**src/qfd_front.sv**
```systemverilog
// ---------------------------------------------------------------------------
// qfd_front
// Sample intake: keeps the previous sample, forms the product with its
// conjugate in registers and pushes it to the queue.
// ---------------------------------------------------------------------------
module qfd_front #(
  parameter int SW = 16,
  parameter int PW = 2 * SW + 1
) (
  input  logic                 clk,
  input  logic                 rst_n,
  input  logic                 in_valid,
  output logic                 in_ready,
  input  logic signed [SW-1:0] in_sample_i,
  input  logic signed [SW-1:0] in_sample_q,
  input  logic                 in_packet_start,
  input  logic                 q_full,
  output logic                 q_push,
  output logic [2*PW-1:0]      q_word
);

  logic signed [SW-1:0]   prev_i_r, prev_i_nxt;
  logic signed [SW-1:0]   prev_q_r, prev_q_nxt;
  logic                   have_prev_r, have_prev_nxt;
  logic                   p_valid_r, p_valid_nxt;
  logic signed [2*SW-1:0] pii_r, pqq_r, pqi_r, piq_r;
  logic                   accept, make;
  logic signed [PW-1:0]   x, y;

  assign q_push   = p_valid_r && !q_full;
  assign in_ready = !p_valid_r || q_push;
  assign accept   = in_valid && in_ready;
  assign make     = accept && !in_packet_start && have_prev_r;

  assign x = $signed({pii_r[2*SW-1], pii_r}) + $signed({pqq_r[2*SW-1], pqq_r});
  assign y = $signed({pqi_r[2*SW-1], pqi_r}) - $signed({piq_r[2*SW-1], piq_r});
  assign q_word = {x, y};

  always_comb begin
    prev_i_nxt    = prev_i_r;
    prev_q_nxt    = prev_q_r;
    have_prev_nxt = have_prev_r;
    p_valid_nxt   = q_push ? 1'b0 : p_valid_r;
    if (accept) begin
      prev_i_nxt    = in_sample_i;
      prev_q_nxt    = in_sample_q;
      have_prev_nxt = 1'b1;
    end
    if (make) begin
      p_valid_nxt = 1'b1;
    end
  end

  always_ff @(posedge clk) begin
    if (!rst_n) begin
      prev_i_r    <= '0;
      prev_q_r    <= '0;
      have_prev_r <= 1'b0;
      p_valid_r   <= 1'b0;
    end else begin
      prev_i_r    <= prev_i_nxt;
      prev_q_r    <= prev_q_nxt;
      have_prev_r <= have_prev_nxt;
      p_valid_r   <= p_valid_nxt;
    end
  end

  always_ff @(posedge clk) begin
    if (make) begin
      pii_r <= in_sample_i * prev_i_r;
      pqq_r <= in_sample_q * prev_q_r;
      pqi_r <= in_sample_q * prev_i_r;
      piq_r <= in_sample_i * prev_q_r;
    end
  end

endmodule

```
**config.mk**
```make
export PLATFORM = sky130hd
export DESIGN_NAME = qfd_front
export DESIGN_NICKNAME = d
export VERILOG_FILES = /design/src/qfd_front.sv
export SDC_FILE = /design/constraint.sdc
export NUM_CORES = 2
export LEC_CHECK = 0
export BUFFER_PORTS_ARGS = -buffer_cell sky130_fd_sc_hd__buf_2
export CAP_MARGIN = 20
export CORE_MARGIN = 2
export CORE_UTILIZATION = 46
export CTS_BUF_LIST = sky130_fd_sc_hd__clkbuf_16
export DETAILED_ROUTE_END_ITERATION = 8
export HOLD_SLACK_MARGIN = 0.05
export SYNTH_ARGS = -nofsm -noshare
export SYNTH_HDL_FRONTEND = slang
export SYNTH_SLANG_ARGS = --single-unit
```
**constraint.sdc**
```tcl
create_clock -name clk -period 14.1 [get_ports clk]
set_input_delay 2.115 -clock clk [delete_from_list [all_inputs] [get_ports clk]]
set_output_delay 2.115 -clock clk [all_outputs]
set_load 0.005 [all_outputs]
```
==> flow_summary.yaml <==
logic_synthesis:
  yosys.area.top_type: "sky130_fd_sc_hd__fa_1"
  synth_enable_flop_cells: 128
  synth.lib_cells_used.distinct: 72
  yosys-top-cells-area: "sky130_fd_sc_hd__fa_1 (44%), sky130_fd_sc_hd__ha_1 (10%), sky130_fd_sc_hd__inv_1 (9.6%)"
  yosysSeqAreaShare: 0.0954
  yosys_warnings: 0
  async_reset_ff_frac: 0
  syn_area_per_cell_sq_um: 9.36
  prevailing_post_synth_register_cell: "sky130_fd_sc_hd__edfxtp_1"
  post-synth-top-area-fraction: 0.443
  synth.ff_latch_count: 162
  post_synth_instance_area_sq_um: 47400
  synthesis.instances: 5068
  synthesis.nets: 6547
power_and_ir_drop:
  share_clk_of_total_power: 0.090
  internal_power_mw: 3.08
  total_leakage_power_nw: 25.7
  seq_power_share: 0.134
  power_density_normalized_to_cell_area_nw_per_um2: 123
  power.combinational.fraction: 0.776
  power.switching_fraction: 0.498
  switchingPower_mw: 3.06
  max-vdd-ir-drop_v: 0.0000954
place:
  dp_slack_ns: 4.95
  buffer_ports.inserted: 104
  hpwlAfterDp_um: 84600
  routability_driven_placement_congestion_ratio: 0.845
floorplanning:
  floorplan.initialDensity: 0.465
  dieArea_sq_um: 106000
  coreArea_sq_um: 102000
  fp_rows: 117
  die_width_um: 325
  ioPinCount: 105
  die_boundary_height_um: 325
sta:
  finalCritPeriodShare: 0.612
  maxSlewHeadroom: 0.378
  final_period_minus_worst_setup_slack_ns: 8.63
  rsz0062_at_grt: "no"
  finalHoldViolations: 0
  clock.fmax_ghz: 0.116
  clock_skews_ns: 0.0190
  tns_ns: 0
  worst_slack_ns: 5.47
  final_max_slew_viol_count: 0
  report.final.setup_viol: 0
  transition_time_at_the_pin_with_the_least_slew_margin_ns: 0.933
routing:
  routed_length_per_placed_instance_um: 16.7
  detail_route.drc_violations: 0
  vias_per_cell: 5.07
  vias: 32500
  totalWireLength_um: 107000
  detail_route.iter0.violations: 1843
  detail-route-antenna-nets: 0
  drtPass1Iterations: 6
clock_network:
  post_cts.resized_instances: 0
  ctsRootBufferMaster: "sky130_fd_sc_hd__clkbuf_16"
  clkSlewWorstSetupHoldPaths_ns: 0.08
  htree_num_levels: 4
  clkLatencyLatePin_ns: 0.53
  post-cts-setup-buffer-count: 0
  cts_hold_buffers: 0
  tritoncts: "yes"
  cts-buffers-inserted: 17
  tritoncts_num_sinks: 162
  cts-root-to-sink-buffers: 2
min_path:
  min_to: "have_prev_r"
  min-delay-path-class: "reg2reg"
  hold_path.startpoint: "have_prev_r"
  min_path_cells: 1
worst_setup_path:
  critical_path_arrival_ns: 8.89
  timing.rr.start: "prev_q_r[8]"
  critPathRequiredTime_ns: 14.37
  critical_path_peak_fanout: 33
  criticalPathCategory: "in2reg"
  worst_r2r_endpoint: "pqq_r[31]"
  cp-end-kind: "flop"
  reg2reg_depth: 23
  rrSetupSlack_ns: 6.46
  startpoint_type: "input port"
finish:
  synthToLayoutAreaGrowth_pct: 5.13
  n_antenna_cell: 0
  final_layout_size_suffix_gt1_frac: 0.0419
  layout_commonest_cell: "sky130_fd_sc_hd__inv_1"
  net_count_of_the_finished_layout: 6508
  layout.cells.most_common_list: "sky130_fd_sc_hd__inv_1 (1216), sky130_fd_sc_hd__fa_1 (1050), sky130_fd_sc_hd__nand2_1 (593)"
  final.fill_count: 9780
global_routing:
  grtUsageTotal: 0.217
  initial_antenna_violation_count: 1
  grt_max_degree: 63
  grt_remaining_overflow: 0
  via_count_of_the_first_global_routing_pass: 34200
  grt_pass1_wl_um: 182000
flow_run:
  maxcap_viol_count: 0
status:
  status: "complete, no violations"
## sequential cells by signal (all words and copies together) (netlist names)
| signal | cells |
|---|---|
| have_prev_r | 1 |
| p_valid_r | 1 |
| pii_r | 32 |
| piq_r | 32 |
| pqi_r | 32 |
| pqq_r | 32 |
| prev_i_r | 16 |
| prev_q_r | 16 |
## power by group through the flow
stage	sequential, mW	clock, mW	combinational [mW]
floorplan	0.797	0	3.62
global placement	0.831	0	4.71
detailed placement	0.831	0	4.80
CTS	0.821	0.570	4.83
global route	0.828	0.584	5.49
finish	0.820	0.552	4.77
## layout make-up
type	count	area, sq um	area share
Multi-Input combinational cell	3485	37600	0.754
Inverter	1217	4570	0.0916
Sequential cell	162	4530	0.0909
Tap cell	1368	1710	0.0343
Timing Repair Buffer	146	836	0.0168
Clock buffer	17	425	0.00853
Clock inverter	14	210	0.00421
## cells in the mapped netlist (6+ instances only)
cell and n:
sky130_fd_sc_hd__a211o_1 6, sky130_fd_sc_hd__a211oi_1 15, sky130_fd_sc_hd__a21boi_0 34, sky130_fd_sc_hd__a21o_1 78
sky130_fd_sc_hd__a21oi_1 146, sky130_fd_sc_hd__a31oi_1 10, sky130_fd_sc_hd__and2_1 513, sky130_fd_sc_hd__and3_1 20
sky130_fd_sc_hd__clkbuf_1 204, sky130_fd_sc_hd__dfxtp_1 34, sky130_fd_sc_hd__edfxtp_1 128, sky130_fd_sc_hd__fa_1 1050
sky130_fd_sc_hd__ha_1 392, sky130_fd_sc_hd__inv_1 1216, sky130_fd_sc_hd__nand2_1 593, sky130_fd_sc_hd__nand2b_1 36
sky130_fd_sc_hd__nand3_1 22, sky130_fd_sc_hd__nand4_1 9, sky130_fd_sc_hd__nor2_1 119, sky130_fd_sc_hd__nor2b_1 20
sky130_fd_sc_hd__nor3_1 20, sky130_fd_sc_hd__o211ai_1 7, sky130_fd_sc_hd__o21a_1 22, sky130_fd_sc_hd__o21ai_0 45
sky130_fd_sc_hd__o21ai_1 26, sky130_fd_sc_hd__o21bai_1 26, sky130_fd_sc_hd__or3_1 6, sky130_fd_sc_hd__xnor2_1 145
sky130_fd_sc_hd__xor2_1 48
## metrics by stage
stage | cell area [sq um] | util | hold slack [ns] | power [mW] | std cells
finish | 49900 | 0.489 | 0.469 | 6.14 | 6409
global route | 49900 | 0.489 | 0.504 | 6.90 | 6409
CTS | 49900 | 0.489 | 0.468 | 6.22 | 6409
detailed placement | 49200 | 0.483 | 0.449 | 5.63 | 6378
global placement | 49200 | 0.483 | 0.440 | 5.54 | 6378
floorplan | 47400 | - | 0.433 | 4.41 | 5068
## worst max path at each step
stage               startpoint        end  slack, ns  cells after the start
6_report       in_sample_q[15]  pqq_r[31]       5.47                     21
5_1_grt        in_sample_q[15]  pqq_r[31]       5.06                     21
4_1_cts        in_sample_q[15]  pqq_r[31]       5.50                     21
3_5_place_dp   in_sample_q[15]  pqq_r[31]       4.95                     21
3_3_place_gp    in_sample_q[7]  pqq_r[31]       5.02                     23
2_1_floorplan           q_full   pii_r[0]       1.47                      4
## cells by family (layout without fill, tap and decap cells)
family / Yosys count / after routing / synth area share
AO/OA/AOI/OAI: 471 / 471 / 0.0663
XOR/XNOR: 193 / 193 / 0.0356
adder cells (fa/ha/maj): 1442 / 1442 / 0.546
buffers and inverters: 1421 / 1394 / 0.112
flip-flops: 162 / 162 / 0.0954
multiplexers: 2 / 2 / 0.000422
AND/OR/NAND/NOR: 1377 / 1377 / 0.144
## worst max-delay path: stages
cell and delay, ns:
sky130_fd_sc_hd__buf_2 0.56, sky130_fd_sc_hd__nand2_1 0.20, sky130_fd_sc_hd__inv_1 0.17, sky130_fd_sc_hd__fa_1 0.54, sky130_fd_sc_hd__fa_1 0.56, sky130_fd_sc_hd__fa_1 0.44
sky130_fd_sc_hd__fa_1 0.51, sky130_fd_sc_hd__fa_1 0.49, sky130_fd_sc_hd__inv_1 0.05, sky130_fd_sc_hd__fa_1 0.47, sky130_fd_sc_hd__inv_1 0.04, sky130_fd_sc_hd__ha_1 0.32
sky130_fd_sc_hd__nand2_1 0.15, sky130_fd_sc_hd__or4_1 0.56, sky130_fd_sc_hd__a211oi_1 0.59, sky130_fd_sc_hd__o32a_1 0.41, sky130_fd_sc_hd__o21ai_1 0.17, sky130_fd_sc_hd__a21oi_1 0.22
sky130_fd_sc_hd__o21a_1 0.14, sky130_fd_sc_hd__nor2_1 0.04, sky130_fd_sc_hd__xnor2_1 0.11
## layer usage
layer | part of all wire | GRT usage | wire length [um] | vias to the layer above
li1 | - | - | - | 15000
met1 | 0.46 | 0.315 | 49500 | 16700
met2 | 0.47 | 0.345 | 50000 | 705
met3 | 0.048 | 0.0229 | 5130 | 77
met4 | 0.023 | 0.0581 | 2440 | 2
met5 | 0.00013 | 0 | 14 | -
(Power assumes the default switching activity.)
