### config.mk
export PLATFORM = sky130hd
export DESIGN_NAME = qfd_queue
export DESIGN_NICKNAME = d
export VERILOG_FILES = /design/src/qfd_pkg.sv /design/src/qfd_queue.sv
export SDC_FILE = /design/constraint.sdc
export NUM_CORES = 1
export LEC_CHECK = 0
export BUFFER_PORTS_ARGS = -buffer_cell sky130_fd_sc_hd__buf_2
export CAP_MARGIN = 20
export CORE_UTILIZATION = 45
export DETAILED_ROUTE_END_ITERATION = 7
export PLACE_DENSITY = 0.63
export SLEW_MARGIN = 20
export SYNTH_ARGS = -nofsm -noshare
export SYNTH_HDL_FRONTEND = slang
export SYNTH_SLANG_ARGS = --single-unit
### constraint.sdc
create_clock -name clk -period 5.2 [get_ports clk]
set_clock_uncertainty 0.2 [all_clocks]
set_input_delay 1.04 -clock clk [delete_from_list [all_inputs] [get_ports clk]]
set_output_delay 1.04 -clock clk [all_outputs]
set_load 0.02 [all_outputs]
### src/qfd_pkg.sv
// ---------------------------------------------------------------------------
// qfd_pkg
// Shared types, constants and arctangent tables for the quadrature FM
// demodulator.
// ---------------------------------------------------------------------------
package qfd_pkg;

  localparam int TABLE_SIZE      = 256;
  localparam int TBL_IDX_W       = 8;
  localparam int ATAN_W          = 30;
  localparam int DIFF_W          = 23;
  localparam int ANGLE_FRAC_BITS = 13;
  localparam int ANGLE_SHIFT     = 30 - ANGLE_FRAC_BITS;
  localparam int OUT_W           = 17;
  localparam int ANG_W           = 35;
  localparam int QUEUE_DEPTH     = 4;
  localparam int QUEUE_PTR_W     = 2;
  localparam int QUEUE_CNT_W     = 3;
  localparam int DIV_STEPS       = 64;

  localparam logic signed [ANG_W-1:0] Q30_PI      = 35'sd3373259426;
  localparam logic signed [ANG_W-1:0] Q30_HALF_PI = 35'sd1686629713;
  localparam logic signed [ANG_W-1:0] Q30_TWO_PI  = 35'sd6746518852;

  typedef enum logic [2:0] {
    ST_IDLE,
    ST_NORM,
    ST_SETUP,
    ST_DIV,
    ST_POST,
    ST_MUL,
    ST_LOAD2,
    ST_FIN
  } back_state_t;

  typedef logic [31:0]         nano_tbl_t [TABLE_SIZE];
  typedef logic [ATAN_W-1:0]   atan_tbl_t [TABLE_SIZE];
  typedef logic [DIFF_W-1:0]   diff_tbl_t [TABLE_SIZE];

  // atan(k/255) in units of 1e-9 rad
  localparam nano_tbl_t ATAN_NANO = '{
    32'd0, 32'd3921549, 32'd7842976, 32'd11764160, 32'd15684990, 32'd19605330,
    32'd23525070, 32'd27444090, 32'd31362260, 32'd35279470, 32'd39195600,
    32'd43110530, 32'd47024130, 32'd50936290, 32'd54846900, 32'd58755820,
    32'd62662950, 32'd66568160, 32'd70471340, 32'd74372380, 32'd78271140,
    32'd82167520, 32'd86061410, 32'd89952670, 32'd93841210, 32'd97726910,
    32'd101609600, 32'd105489300, 32'd109365800, 32'd113239000, 32'd117108700,
    32'd120975000, 32'd124837600, 32'd128696500, 32'd132551500, 32'd136402600,
    32'd140249600, 32'd144092400, 32'd147931000, 32'd151765200, 32'd155594800,
    32'd159419900, 32'd163240300, 32'd167055900, 32'd170866500, 32'd174672200,
    32'd178472800, 32'd182268100, 32'd186058200, 32'd189842800, 32'd193622000,
    32'd197395600, 32'd201163400, 32'd204925500, 32'd208681800, 32'd212432000,
    32'd216176200, 32'd219914300, 32'd223646100, 32'd227371600, 32'd231090700,
    32'd234803300, 32'd238509300, 32'd242208600, 32'd245901200, 32'd249586900,
    32'd253265800, 32'd256937600, 32'd260602400, 32'd264260000, 32'd267910400,
    32'd271553500, 32'd275189200, 32'd278817500, 32'd282438300, 32'd286051400,
    32'd289656900, 32'd293254700, 32'd296844700, 32'd300426800, 32'd304000900,
    32'd307567100, 32'd311125200, 32'd314675200, 32'd318217000, 32'd321750600,
    32'd325275800, 32'd328792700, 32'd332301200, 32'd335801200, 32'd339292600,
    32'd342775500, 32'd346249700, 32'd349715300, 32'd353172100, 32'd356620100,
    32'd360059300, 32'd363489600, 32'd366911000, 32'd370323400, 32'd373726800,
    32'd377121100, 32'd380506400, 32'd383882500, 32'd387249400, 32'd390607000,
    32'd393955500, 32'd397294600, 32'd400624400, 32'd403944800, 32'd407255800,
    32'd410557400, 32'd413849600, 32'd417132200, 32'd420405400, 32'd423668900,
    32'd426922900, 32'd430167300, 32'd433402100, 32'd436627200, 32'd439842600,
    32'd443048300, 32'd446244300, 32'd449430600, 32'd452607000, 32'd455773800,
    32'd458930700, 32'd462077800, 32'd465215000, 32'd468342400, 32'd471460000,
    32'd474567600, 32'd477665400, 32'd480753200, 32'd483831200, 32'd486899200,
    32'd489957300, 32'd493005500, 32'd496043700, 32'd499071900, 32'd502090200,
    32'd505098500, 32'd508096800, 32'd511085200, 32'd514063600, 32'd517032000,
    32'd519990400, 32'd522938800, 32'd525877200, 32'd528805600, 32'd531724100,
    32'd534632500, 32'd537531000, 32'd540419500, 32'd543298000, 32'd546166600,
    32'd549025100, 32'd551873800, 32'd554712400, 32'd557541100, 32'd560359900,
    32'd563168700, 32'd565967600, 32'd568756600, 32'd571535700, 32'd574304800,
    32'd577064100, 32'd579813500, 32'd582553100, 32'd585282800, 32'd588002600,
    32'd590712600, 32'd593412800, 32'd596103200, 32'd598783900, 32'd601454700,
    32'd604115800, 32'd606767200, 32'd609408800, 32'd612040700, 32'd614663000,
    32'd617275500, 32'd619878400, 32'd622471700, 32'd625055400, 32'd627629400,
    32'd630193900, 32'd632748800, 32'd635294200, 32'd637830100, 32'd640356500,
    32'd642873400, 32'd645380800, 32'd647878800, 32'd650367400, 32'd652846600,
    32'd655316500, 32'd657777000, 32'd660228200, 32'd662670100, 32'd665102700,
    32'd667526100, 32'd669940200, 32'd672345200, 32'd674740900, 32'd677127600,
    32'd679505100, 32'd681873500, 32'd684232800, 32'd686583100, 32'd688924400,
    32'd691256700, 32'd693580000, 32'd695894300, 32'd698199800, 32'd700496400,
    32'd702784100, 32'd705063000, 32'd707333000, 32'd709594300, 32'd711846900,
    32'd714090700, 32'd716325800, 32'd718552300, 32'd720770100, 32'd722979400,
    32'd725180000, 32'd727372100, 32'd729555700, 32'd731730700, 32'd733897400,
    32'd736055500, 32'd738205300, 32'd740346700, 32'd742479700, 32'd744604500,
    32'd746720900, 32'd748829100, 32'd750929100, 32'd753020800, 32'd755104400,
    32'd757179800, 32'd759247200, 32'd761306400, 32'd763357600, 32'd765400800,
    32'd767436000, 32'd769463300, 32'd771482600, 32'd773494000, 32'd775497500,
    32'd777493200, 32'd779481100, 32'd781461200, 32'd783433500, 32'd785398300
  };

  function automatic atan_tbl_t build_atan();
    atan_tbl_t   t;
    logic [63:0] v;
    for (int k = 0; k < TABLE_SIZE; k++) begin
      v    = 64'(ATAN_NANO[k]);
      t[k] = ATAN_W'((v * 64'd1073741824 + 64'd500000000) / 64'd1000000000);
    end
    return t;
  endfunction

  localparam atan_tbl_t ATAN_TBL = build_atan();

  function automatic diff_tbl_t build_diff();
    diff_tbl_t d;
    for (int k = 0; k < TABLE_SIZE; k++) begin
      if (k < TABLE_SIZE - 1) begin
        d[k] = DIFF_W'(ATAN_TBL[k + 1] - ATAN_TBL[k]);
      end else begin
        d[k] = '0;
      end
    end
    return d;
  endfunction

  localparam diff_tbl_t ATAN_DIFF = build_diff();

endpackage

### src/qfd_queue.sv
// ---------------------------------------------------------------------------
// qfd_queue
// Short first-in first-out queue of conjugate products between the intake
// and the phase engine.
// ---------------------------------------------------------------------------
module qfd_queue #(
  parameter int W = 66
) (
  input  logic         clk,
  input  logic         rst_n,
  input  logic         push,
  input  logic [W-1:0] wr_word,
  output logic         full,
  input  logic         pop,
  output logic         rd_valid,
  output logic [W-1:0] rd_word
);

  logic [W-1:0]                        mem_r [qfd_pkg::QUEUE_DEPTH];
  logic [qfd_pkg::QUEUE_PTR_W-1:0]     wp_r, wp_nxt, rp_r, rp_nxt;
  logic [qfd_pkg::QUEUE_CNT_W-1:0]     cnt_r, cnt_nxt;
  logic                                do_pop;

  function automatic logic [qfd_pkg::QUEUE_CNT_W-1:0] QCW1(input logic b);
    return {{(qfd_pkg::QUEUE_CNT_W-1){1'b0}}, b};
  endfunction

  assign full     = cnt_r == qfd_pkg::QUEUE_CNT_W'(qfd_pkg::QUEUE_DEPTH);
  assign rd_valid = cnt_r != '0;
  assign rd_word  = mem_r[rp_r];
  assign do_pop   = pop && rd_valid;

  always_comb begin
    wp_nxt  = push ? wp_r + 1'b1 : wp_r;
    rp_nxt  = do_pop ? rp_r + 1'b1 : rp_r;
    cnt_nxt = cnt_r + QCW1(push) - QCW1(do_pop);
  end

  always_ff @(posedge clk) begin
    if (!rst_n) begin
      wp_r  <= '0;
      rp_r  <= '0;
      cnt_r <= '0;
    end else begin
      wp_r  <= wp_nxt;
      rp_r  <= rp_nxt;
      cnt_r <= cnt_nxt;
    end
  end

  always_ff @(posedge clk) begin
    if (push) begin
      mem_r[wp_r] <= wr_word;
    end
  end

`ifndef ASSERT_OFF
  a_no_overflow: assert property (@(posedge clk) disable iff (!rst_n)
    full |-> !push || do_pop)
    else $error("queue write while full");
`endif

endmodule

==> impl_metrics.tcl <==
set metrics [dict create \
    endpoint "rd_word[49]" \
    start_kind "flip-flop" \
    fillers 1658 \
    tns_ps 0 \
    critPathKind "reg -> out" \
    grt_pass1_vias 4780 \
    setup_viol_count_final 0 \
    netlist_area_um2 9993 \
    power.share.clock_pct 36.2 \
    power.share.combinational_pct 17.4 \
    portBuffers 137 \
    internal_power_w 0.004310 \
    switching_share_pct 24.55 \
    hold_viol 0 \
    antenna_found_initial 5 \
    worst_ir_drop_vdd_v 0.0002767 \
    syn_area_per_cell_um2 25.69 \
    hold_buffers 0 \
    globalRoute.busiestLayer "met2" \
    cap_viol_max_count 0 \
    cts_made_buffers 28 \
    ctsResizeCount 0 \
    wl_um 17470 \
    synth-seq-cells 273 \
    clk_pin_slew_ps 60 \
    avgViaCountPerCell 5.260 \
    netlist_instances 389 \
    grtUsageTotal_pct 15.65 \
    cts.sinks 273 \
    stdcell_count 846 \
    rrSetupSlack_ps 2970 \
    die_y_um 151.0 \
    relSlewSlack_pct 31.19 \
    rsz0062_at_grt "false" \
    dieArea_um2 22810 \
    start_util_pct 45.79 \
    power.leakage_nw 4.033 \
    cp.required_ps 3960 \
    fin_crit_sh_pct 70.58 \
    p_sw_w 0.001402 \
    slew_violations 0 \
    place.gp.congestion 0.7149 \
    yosysSeqAreaShare_pct 81.13 \
    cts_tree "built" \
    cts_buffer_depth 3 \
    final_cell_mix "edfxtp_1 (264), buf_2 (137), mux4_2 (66)" \
    worstSkewPairLatency_ps 520 \
    drc 0 \
    cts_setup_buffers 0 \
    drive_above_1_share_pct 44.31 \
    grt_pass1_wl_um 26210 \
    die_x_um 151.0 \
    gr-usage-met3_pct 5.301 \
    critPathMaxFanout 39 \
    coreArea_um2 21820 \
    hpwlAfterDp_um 9886 \
    boundaryPins 138 \
    dr.pass1.iters 4 \
    ant_nets 0 \
    cp-end-kind "primary output" \
    cts_root_buf "clkbuf_16" \
    crit_arrival_ps 2430 \
    hold_slack_ps 277.1 \
    final_common_cell "edfxtp_1" \
    dp.cells 793 \
    pwr-share-seq_pct 46.4 \
    met2_usage_pct 26.24 \
    synthDistinctLibCells 21 \
    syn2layout_area_growth_pct 19.44 \
    grt_max_degree 67 \
    drt-initial-drc-count 259 \
    p_total_w 0.005712 \
    hold_path_class "reg -> reg" \
    worst_pin_slew_ps 1032 \
    wire_per_inst_um 20.65 \
    synth_fp_nets 466 \
    vias 4450 \
    rows 54 \
    grt.overflow.total 0 \
    h-tree-depth 1 \
    finalCriticalPeriod_ps 3670 \
    fin_nets 620 \
    gr-usage-met1_pct 19.24 \
    r2r_cells 7 \
    rr_endpoint "cnt_r[2]" \
    status "complete, no violations" \
    power_density_nw_per_um2 478.5 \
    crit-reg2reg-launch "cnt_r[1]" \
    ys.warnings.count 0 \
    max_freq_mhz 272.5 \
]
[routing by layer]
metal | wire, um | part of all wire (%)
met5 | 21 | 0.12
met4 | 331 | 1.9
met3 | 1381 | 7.9
met2 | 8673 | 50
met1 | 7062 | 40
[critical path, stage by stage, from the launching register on]
cell     delay [ps]
dfxtp_4         730
buf_12          380
mux4_2          560
buf_2           190
[kinds of logic (layout without fill, tap and decap cells)]
group,Yosys count,after routing,synth area share (%)
and+or+nand+nor,15,15,0.8891
other,0,4,0
muxes,70,70,15.27
xor gates and xnor gates,2,2,0.3130
buffers and inverters,20,193,1.264
DFF,273,273,81.13
adders and majority gates,7,7,0.9515
AOI/OAI and AO/OA,2,2,0.1753
[state kept, by name, indices dropped and copies added, names as in the netlist, named ones only]
register	cells
rp_r	2
wp_r	2
cnt_r	3
mem_r	264
[how the worst min path moves through the flow]
stage	from	endpoint	slack [ps]	cells past startpoint
2_1_floorplan	rp_r[1]	flip-flop	250	2
3_3_place_gp	rp_r[1]	flip-flop	250	2
3_5_place_dp	rp_r[1]	flip-flop	270	2
4_1_cts	rp_r[1]	flip-flop	280	2
5_1_grt	rp_r[1]	flip-flop	320	2
6_report	rp_r[1]	flip-flop	280	2
[area by class of cell]
cell class	count	area (um^2)	share of cell area [%]
flip-flops and latches	273	8115	67.99
multi-input cells	96	1769	14.82
clock buffers	34	744.5	6.237
repair buffers	138	705.7	5.912
well taps	280	350.3	2.935
clock inverters	15	219.0	1.834
inverters	6	22.52	0.1887
diodes	4	10.01	0.08386
[cell usage after synthesis (all sizes together)]
cell type | n | area [um^2]
mux4 | 66 | 1486
nand2 | 2 | 7.510
inv | 6 | 22.52
xor2 | 1 | 8.760
nand2b | 2 | 12.51
ha | 6 | 75.07
mux2i | 4 | 40.04
o311ai | 1 | 8.760
or3 | 1 | 6.260
o31a | 1 | 8.760
edfxtp | 264 | 7928
dfxtp | 9 | 180.2
fa | 1 | 20.02
xnor3 | 1 | 22.52
clkbuf | 2 | 7.510
and3 | 1 | 6.260
buf | 12 | 96.33
nor2b | 1 | 6.260
and2 | 8 | 50.05
[power by group through the flow]
stage	Combinational, W	Sequential (W)	Clock [W]
2_1_floorplan	0.000791	0.00261	0
3_3_place_gp	0.000998	0.00270	0
3_5_place_dp	0.00101	0.00271	0
4_1_cts	0.00102	0.00266	0.00211
5_1_grt	0.00108	0.00268	0.00218
6_report	0.000991	0.00265	0.00207
[metrics by stage]
step	setup slack [ps]	cell area, um^2	utilization [%]
finish	1530	11940	54.70
global route	1343	11930	54.66
CTS	1438	11930	54.65
detailed placement	1998	10960	50.24
global placement	1996	10960	50.24
floorplan	1978	9993	-
No activity file was read; power rests on OpenSTA's default activity.
